==> config.mk <==
export PLATFORM = sky130hd
export DESIGN_NAME = incp_wmul
export DESIGN_NICKNAME = d
export VERILOG_FILES = /design/src/hw/rtl/incp_pkg.sv /design/src/hw/rtl/incp_wmul.sv
export SDC_FILE = /design/constraint.sdc
export NUM_CORES = 2
export LEC_CHECK = 0
export BUFFER_PORTS_ARGS = -buffer_cell sky130_fd_sc_hd__buf_2
export CORE_AREA = 2 2 323 325
export CTS_BUF_LIST = sky130_fd_sc_hd__clkbuf_4 sky130_fd_sc_hd__clkbuf_8
export DETAILED_ROUTE_END_ITERATION = 12
export DIE_AREA = 0 0 325 327
export PLACE_DENSITY_LB_ADDON = 0.2
export SETUP_SLACK_MARGIN = 0.15
export SLEW_MARGIN = 20
export SYNTH_ARGS = -nofsm -noshare
export SYNTH_HDL_FRONTEND = slang
export SYNTH_SLANG_ARGS = --single-unit
==> constraint.sdc <==
create_clock -name clk -period 14.1 [get_ports clk]
set_input_delay 1.41 -clock clk [delete_from_list [all_inputs] [get_ports clk]]
set_output_delay 1.41 -clock clk [all_outputs]
set_load 0.03 [all_outputs]
==> src/hw/rtl/incp_pkg.sv <==
// Shared constants and width helpers for the in-circle predicate.
`timescale 1ns / 1ps
package incp_pkg;

  localparam int COORD_BITS_DEF = 16;
  localparam int TOL_BITS       = 40;
  // Accepting edge to the edge that takes the result.
  localparam int PIPE_LAT       = 9;

  // Difference of two coordinates.
  function automatic int diff_bits(input int c);
    return c + 1;
  endfunction

  // Lifted squared norm, unsigned.
  function automatic int z_bits(input int c);
    return 2 * c + 2;
  endfunction

  // 2x2 minor, signed.
  function automatic int cross_bits(input int c);
    return 2 * c + 3;
  endfunction

  // Full determinant, signed.
  function automatic int det_bits(input int c);
    return 4 * c + 8;
  endfunction

endpackage

==> src/hw/rtl/incp_wmul.sv <==
// Wide signed product of a lifted norm and a minor, split into four partials.
`timescale 1ns / 1ps
module incp_wmul #(
  parameter int COORD_BITS = incp_pkg::COORD_BITS_DEF
) (
  input  logic                                               clk,
  input  logic                                               rst,
  input  logic                                               in_valid,
  input  logic [incp_pkg::z_bits(COORD_BITS)-1:0]            z,
  input  logic signed [incp_pkg::cross_bits(COORD_BITS)-1:0] minor,
  output logic                                               out_valid,
  output logic signed [incp_pkg::det_bits(COORD_BITS)-1:0]   term
);
  import incp_pkg::*;

  localparam int ZW   = z_bits(COORD_BITS);
  localparam int XW   = cross_bits(COORD_BITS);
  localparam int DW   = det_bits(COORD_BITS);
  localparam int H    = ZW / 2;
  localparam int ZHW  = ZW - H;
  localparam int CHW  = XW - H;
  localparam int MW   = ZHW + 1 + CHW;
  localparam int CATW = MW + 2 * H;

  logic                   v4;
  logic                   v5;
  logic [H-1:0]           zl;
  logic [ZHW-1:0]         zh;
  logic [H-1:0]           cl;
  logic signed [CHW-1:0]  ch;
  logic [2*H-1:0]         p_ll;
  logic [ZHW+H-1:0]       p_hl;
  logic signed [MW-1:0]   p_lh;
  logic signed [MW-1:0]   p_hh;
  logic signed [MW:0]     mid;
  logic signed [CATW-1:0] cat;

  assign zl = z[H-1:0];
  assign zh = z[ZW-1:H];
  assign cl = minor[H-1:0];
  assign ch = minor[XW-1:H];

  always_ff @(posedge clk) begin
    if (rst) begin
      v4        <= 1'b0;
      v5        <= 1'b0;
      out_valid <= 1'b0;
    end else begin
      v4        <= in_valid;
      v5        <= v4;
      out_valid <= v5;
    end
  end

  always_ff @(posedge clk) begin
    p_ll <= zl * cl;
    p_hl <= zh * cl;
    p_lh <= $signed({1'b0, zl}) * ch;
    p_hh <= $signed({1'b0, zh}) * ch;
    // high and low partials do not overlap: join them, add the middle ones
    cat  <= $signed({p_hh, p_ll});
    mid  <= (MW + 1)'(p_lh) + (MW + 1)'($signed({1'b0, p_hl}));
    term <= DW'(cat) + (DW'(mid) <<< H);
  end

endmodule

## Yosys cells after proc, flatten, opt, wreduce, memory -nomap -nowiden

Index checks and enable logic that the tools add are counted.

| storage, ports and cells | value |
|---|---|
| register bits after elaboration | 321 |
| bits in latches | 0 |
| memory bits (writable) | 0 |
| bits in read-only memories | 0 |
| input bits | 72 |
| output and inout port bits | 73 |
| logic and storage cells | 16 |
| memories | 0 |

| operators by class | value |
|---|---|
| add/sub/neg operators | 2 |
| multiply operators | 4 |
| divide/modulo/power cells | 0 |
| magnitude comparators | 0 |
| equal/unequal tests | 0 |
| shift-type cells | 0 |
| muxes and demuxes | 0 |
| bitwise gates (word level) | 0 |
| reductions and logical operators | 0 |

Operator list:

| kind | number |
|---|---|
| multiplier 18 x 18 -> 36 bit | 2 |
| adder 70 x 54 -> 71 bit | 1 |
| multiplier 17 x 17 -> 34 bit | 2 |
| adder 36 x 35 -> 37 bit | 1 |

## Logic depth before layout (Yosys ltp)

| depth | value |
|---|---|
| depth after elaboration | 1 |
| depth in mapped cells | 26 |
| gate-level depth less buffers | 24 |

## Worst setup path after synthesis

OpenSTA, ideal clock, no wires.

| timing | value |
|---|---|
| path kind | input to register |
| start | input z[10] (netlist name) |
| end | register p_ll[33] |
| setup time | 0.123 ns |
| data arrival time | 7.223 ns |
| data required time | 13.977 ns |
| slack | 6.755 ns |
| stages on the path | 21 |
| buffers on the path | 2 |
| cell sequence | clkbuf_1 > clkbuf_1 > nand2_1 > fa_1 > fa_1 > fa_1 > fa_1 > inv_1 > fa_1 > fa_1 > ha_1 > and4_1 > a21o_1 > a211o_1 > a31oi_2 > a211o_1 > a31oi_1 > o311ai_1 > o21ai_1 > o31ai_2 > xnor2_1 |

| between the ends | value |
|---|---|
| cells in the longest elaborated chain, start to end | 1 |

Ends and longest elaborated chain:

| what | line | text |
|---|---|---|
| start, declared | incp_wmul.sv:9 | `input logic [incp_pkg::z_bits(COORD_BITS)-1:0] z,` |
| multiplier 17 x 17 -> 34 bit | incp_wmul.sv:56 | `p_ll <= zl * cl;` |
| end signal, assigned | incp_wmul.sv:56 |  |
| end, declared | incp_wmul.sv:31 | `logic [2*H-1:0] p_ll;` |

No other way between the ends.
A chain may end at the register's enable or synchronous reset.

## Final worst setup path

| timing | value |
|---|---|
| start | input minor[2] (netlist name) |
| end | register p_hl[32] |

| between the ends | value |
|---|---|
| cells in the longest elaborated chain, start to end | 1 |

Ends and longest elaborated chain:

| what | line | text |
|---|---|---|
| start, declared | incp_wmul.sv:10 | `input logic signed [incp_pkg::cross_bits(COORD_BITS)-1:0] minor,` |
| multiplier 17 x 17 -> 34 bit | incp_wmul.sv:57 | `p_hl <= zh * cl;` |
| end signal, assigned | incp_wmul.sv:57 |  |
| end, declared | incp_wmul.sv:32 | `logic [ZHW+H-1:0] p_hl;` |

No other way between the ends.

==> impl_metrics.tcl <==
set metrics [dict create \
    synth_most_common_cell "inv_1" \
    io_pins 145 \
    r2r-start "p_hl[0]$_DFF_P_" \
    start_kind "primary input" \
    cts_tree "done" \
    syn_area_per_cell_um2 9.09 \
    track_usage 0.259 \
    skew_ns 0.0994 \
    cp_max_fo 34 \
    drive_above_1_share 0.0546 \
    hold_buffers 0 \
    crit_required_ns 14.68 \
    wl_per_cell_um 19.0 \
    path_class "in2reg" \
    synth_cell_types 87 \
    period_share 0.527 \
    drv_slew 0 \
    grt_setup_unrepaired "false" \
    placed_area_um2 52700 \
    floorplan.initialDensity 0.497 \
    ff2ff_path_depth 13 \
    vias 37000 \
    post_cts_buffers 0 \
    synth_top_area_share 0.364 \
    min_from "p_hh[7]$_DFF_P_" \
    synth_top_family_by_area "adder cells" \
    cts_htree_levels 2 \
    routed_wirelength_mm 133 \
    syn_area_um2 51200 \
    coreArea_um2 103000 \
    antenna_found_initial 17 \
    grt_max_degree 36 \
    grt_pass1_vias 39600 \
    hp-class "reg2reg" \
    numClockSinks 321 \
    layout_setup_ws_ns 6.67 \
    area_growth_syn_to_layout_pct 5.70 \
    final_area_um2 54100 \
    synth_area_leader_cell "fa_1" \
    reg2reg_slack_ns 10.34 \
    drt_iter0_drc 2344 \
    synth_seq_cells 321 \
    worstHoldPathCells 0 \
    grt_pass1_wl_mm 216 \
    ctsResizeCount 0 \
    cts_root_buffer "clkbuf_8" \
    worstPathArrival_ns 8.01 \
    period_needed_ns 7.43 \
    hold_path_end "cat[41]$_DFF_P_" \
    cts_max_path_buffers 3 \
    critPathMaxStageDelay_ns 0.74 \
    ys_seq_area_frac 0.126 \
    die_h_um 327 \
    synth-compound-area-share 0.0765 \
    finalSetupViolCount 0 \
    synthTopCellsByArea "fa_1, ha_1, dfxtp_1" \
    synth-simple-area-share 0.154 \
    drc 0 \
    synth_warnings 0 \
    gp_congestion 0.928 \
    ys_top_cells_by_count "inv_1, fa_1, nand2_1" \
    synth_xor_xnor_area_share 0.0339 \
    synth_nets 7198 \
    firstDrtPassIters 5 \
    outcome "finished clean" \
    path_cells "buf_2 -> nand2_1 -> fa_1 -> fa_1 -> fa_1 -> inv_1 -> fa_1 -> fa_1 -> inv_1 -> fa_1 -> inv_1 -> ha_1 -> nand4_1 -> or3b_2 -> nand3_1 -> o211ai_1 -> o21ai_0 -> nor2_1 -> o21ai_0 -> a311oi_1 -> xnor2_1" \
    fmax_mhz 135 \
    timing.rr.end "mid[34]$_DFF_P_" \
    viasPerCell 5.27 \
    maxCapViolCount 0 \
    synthMuxAreaShare 0.000391 \
    rows 118 \
    clock_latency_ns 0.77 \
    synth_edf_count 0 \
    hpwl_mm 102 \
    place_ws_ns 6.02 \
    hold_violations 0 \
    tightest_slew_ns 1.09 \
    ys.flop_type "dfxtp_1" \
    die_area_um2 106000 \
    clkSlewWorstSetupHoldPaths_ns 0.07 \
    synth_cells 5631 \
    grt-ovfl-total 0 \
    slowest_stage "buf_2" \
    die_w_um 325 \
    relSlewSlack 0.271 \
    ant_nets 0 \
    fin_nets 7161 \
    tns_ns 0 \
    cts_buffers 56 \
    io_buffers 144 \
    async_reset_ff_frac 0 \
    cp-end-kind "flip-flop" \
    critPathMostFrequentCell "fa_1" \
    synth_fa_ha_area_frac 0.502 \
]
-- worst max-delay path: cells and delay by family --
family                   cells  cell delay (ns)
XOR/XNOR                     1             0.14
buffers and inverters        4             0.90
AO/OA/AOI/OAI                4             1.03
AND/OR/NAND/NOR              5             1.01
adder cells (fa/ha/maj)      7             3.46
-- cell families after synthesis --
| family | count (synthesis) |
|---|---|
| multiplexers | 2 |
| XOR/XNOR | 198 |
| adder cells (fa/ha/maj) | 1495 |
| AND/OR/NAND/NOR | 1580 |
| flip-flops | 321 |
| buffers and inverters | 1439 |
| AO/OA/AOI/OAI | 596 |
-- sequential cells by signal, indices dropped and copies added, names as in the netlist --
register / cells
p_hh: 36
term: 71
cat: 70
p_lh: 36
p_ll: 34
v4: 1
out_valid: 1
v5: 1
p_hl: 34
mid: 37
-- how the worst max path moves through the flow --
| stage | startpoint | end | slack [ns] | cells after the start |
|---|---|---|---|---|
| after floorplan | z[10] | p_ll[33]$_DFF_P_ | 6.75 | 21 |
| after global placement | minor[2] | p_ll[33]$_DFF_P_ | 6.06 | 20 |
| after detailed placement | minor[2] | p_hl[32]$_DFF_P_ | 6.02 | 21 |
| after CTS | minor[2] | p_hl[32]$_DFF_P_ | 6.76 | 21 |
| after global routing | minor[2] | p_hl[32]$_DFF_P_ | 6.35 | 21 |
| final | minor[2] | p_hl[32]$_DFF_P_ | 6.67 | 21 |
-- stage by stage --
| step | utilization | hold WS (ns) | std cells |
|---|---|---|---|
| 6_report | 0.526 | 0.317 | 7029 |
| 3_5_place_dp | 0.512 | 0.312 | 6916 |
| 2_1_floorplan | - | 0.310 | 5631 |
| 4_1_cts | 0.525 | 0.316 | 7022 |
| 5_1_grt | 0.525 | 0.328 | 7025 |
| 3_3_place_gp | 0.512 | 0.310 | 6916 |
-- final cells by class --
class / count / area (um2)
Fill cell: 9630 / 48800
Multi-Input combinational cell: 3871 / 39200
Sequential cell: 321 / 6430
Inverter: 1179 / 4430
Tap cell: 1380 / 1730
Clock buffer: 81 / 1030
Timing Repair Buffer: 165 / 878
Clock inverter: 25 / 337
Antenna cell: 7 / 17.5
-- cells in the final DEF (no fill, tap or decap), types with 68 or more instances in the layout --
cell / n
inv_1: 1179
clkbuf_8: 68
nor2_1: 116
nand2_1: 684
buf_2: 144
ha_1: 565
dfxtp_1: 321
and2_1: 580
fa_1: 930
o21ai_0: 96
a21o_1: 120
a21oi_1: 187
xnor2_1: 135
-- per-layer routing --
layer	global-route usage	wire, um	vias to the layer above
li1	-	-	17000
met4	0.0831	4380	6
met2	0.429	61300	1157
met5	0	38	-
met3	0.0300	8780	256
met1	0.356	58900	18600
Power is left out: the tool's default activity adds up to more than one toggle a clock period on the data nets, which glitch-free logic cannot reach.
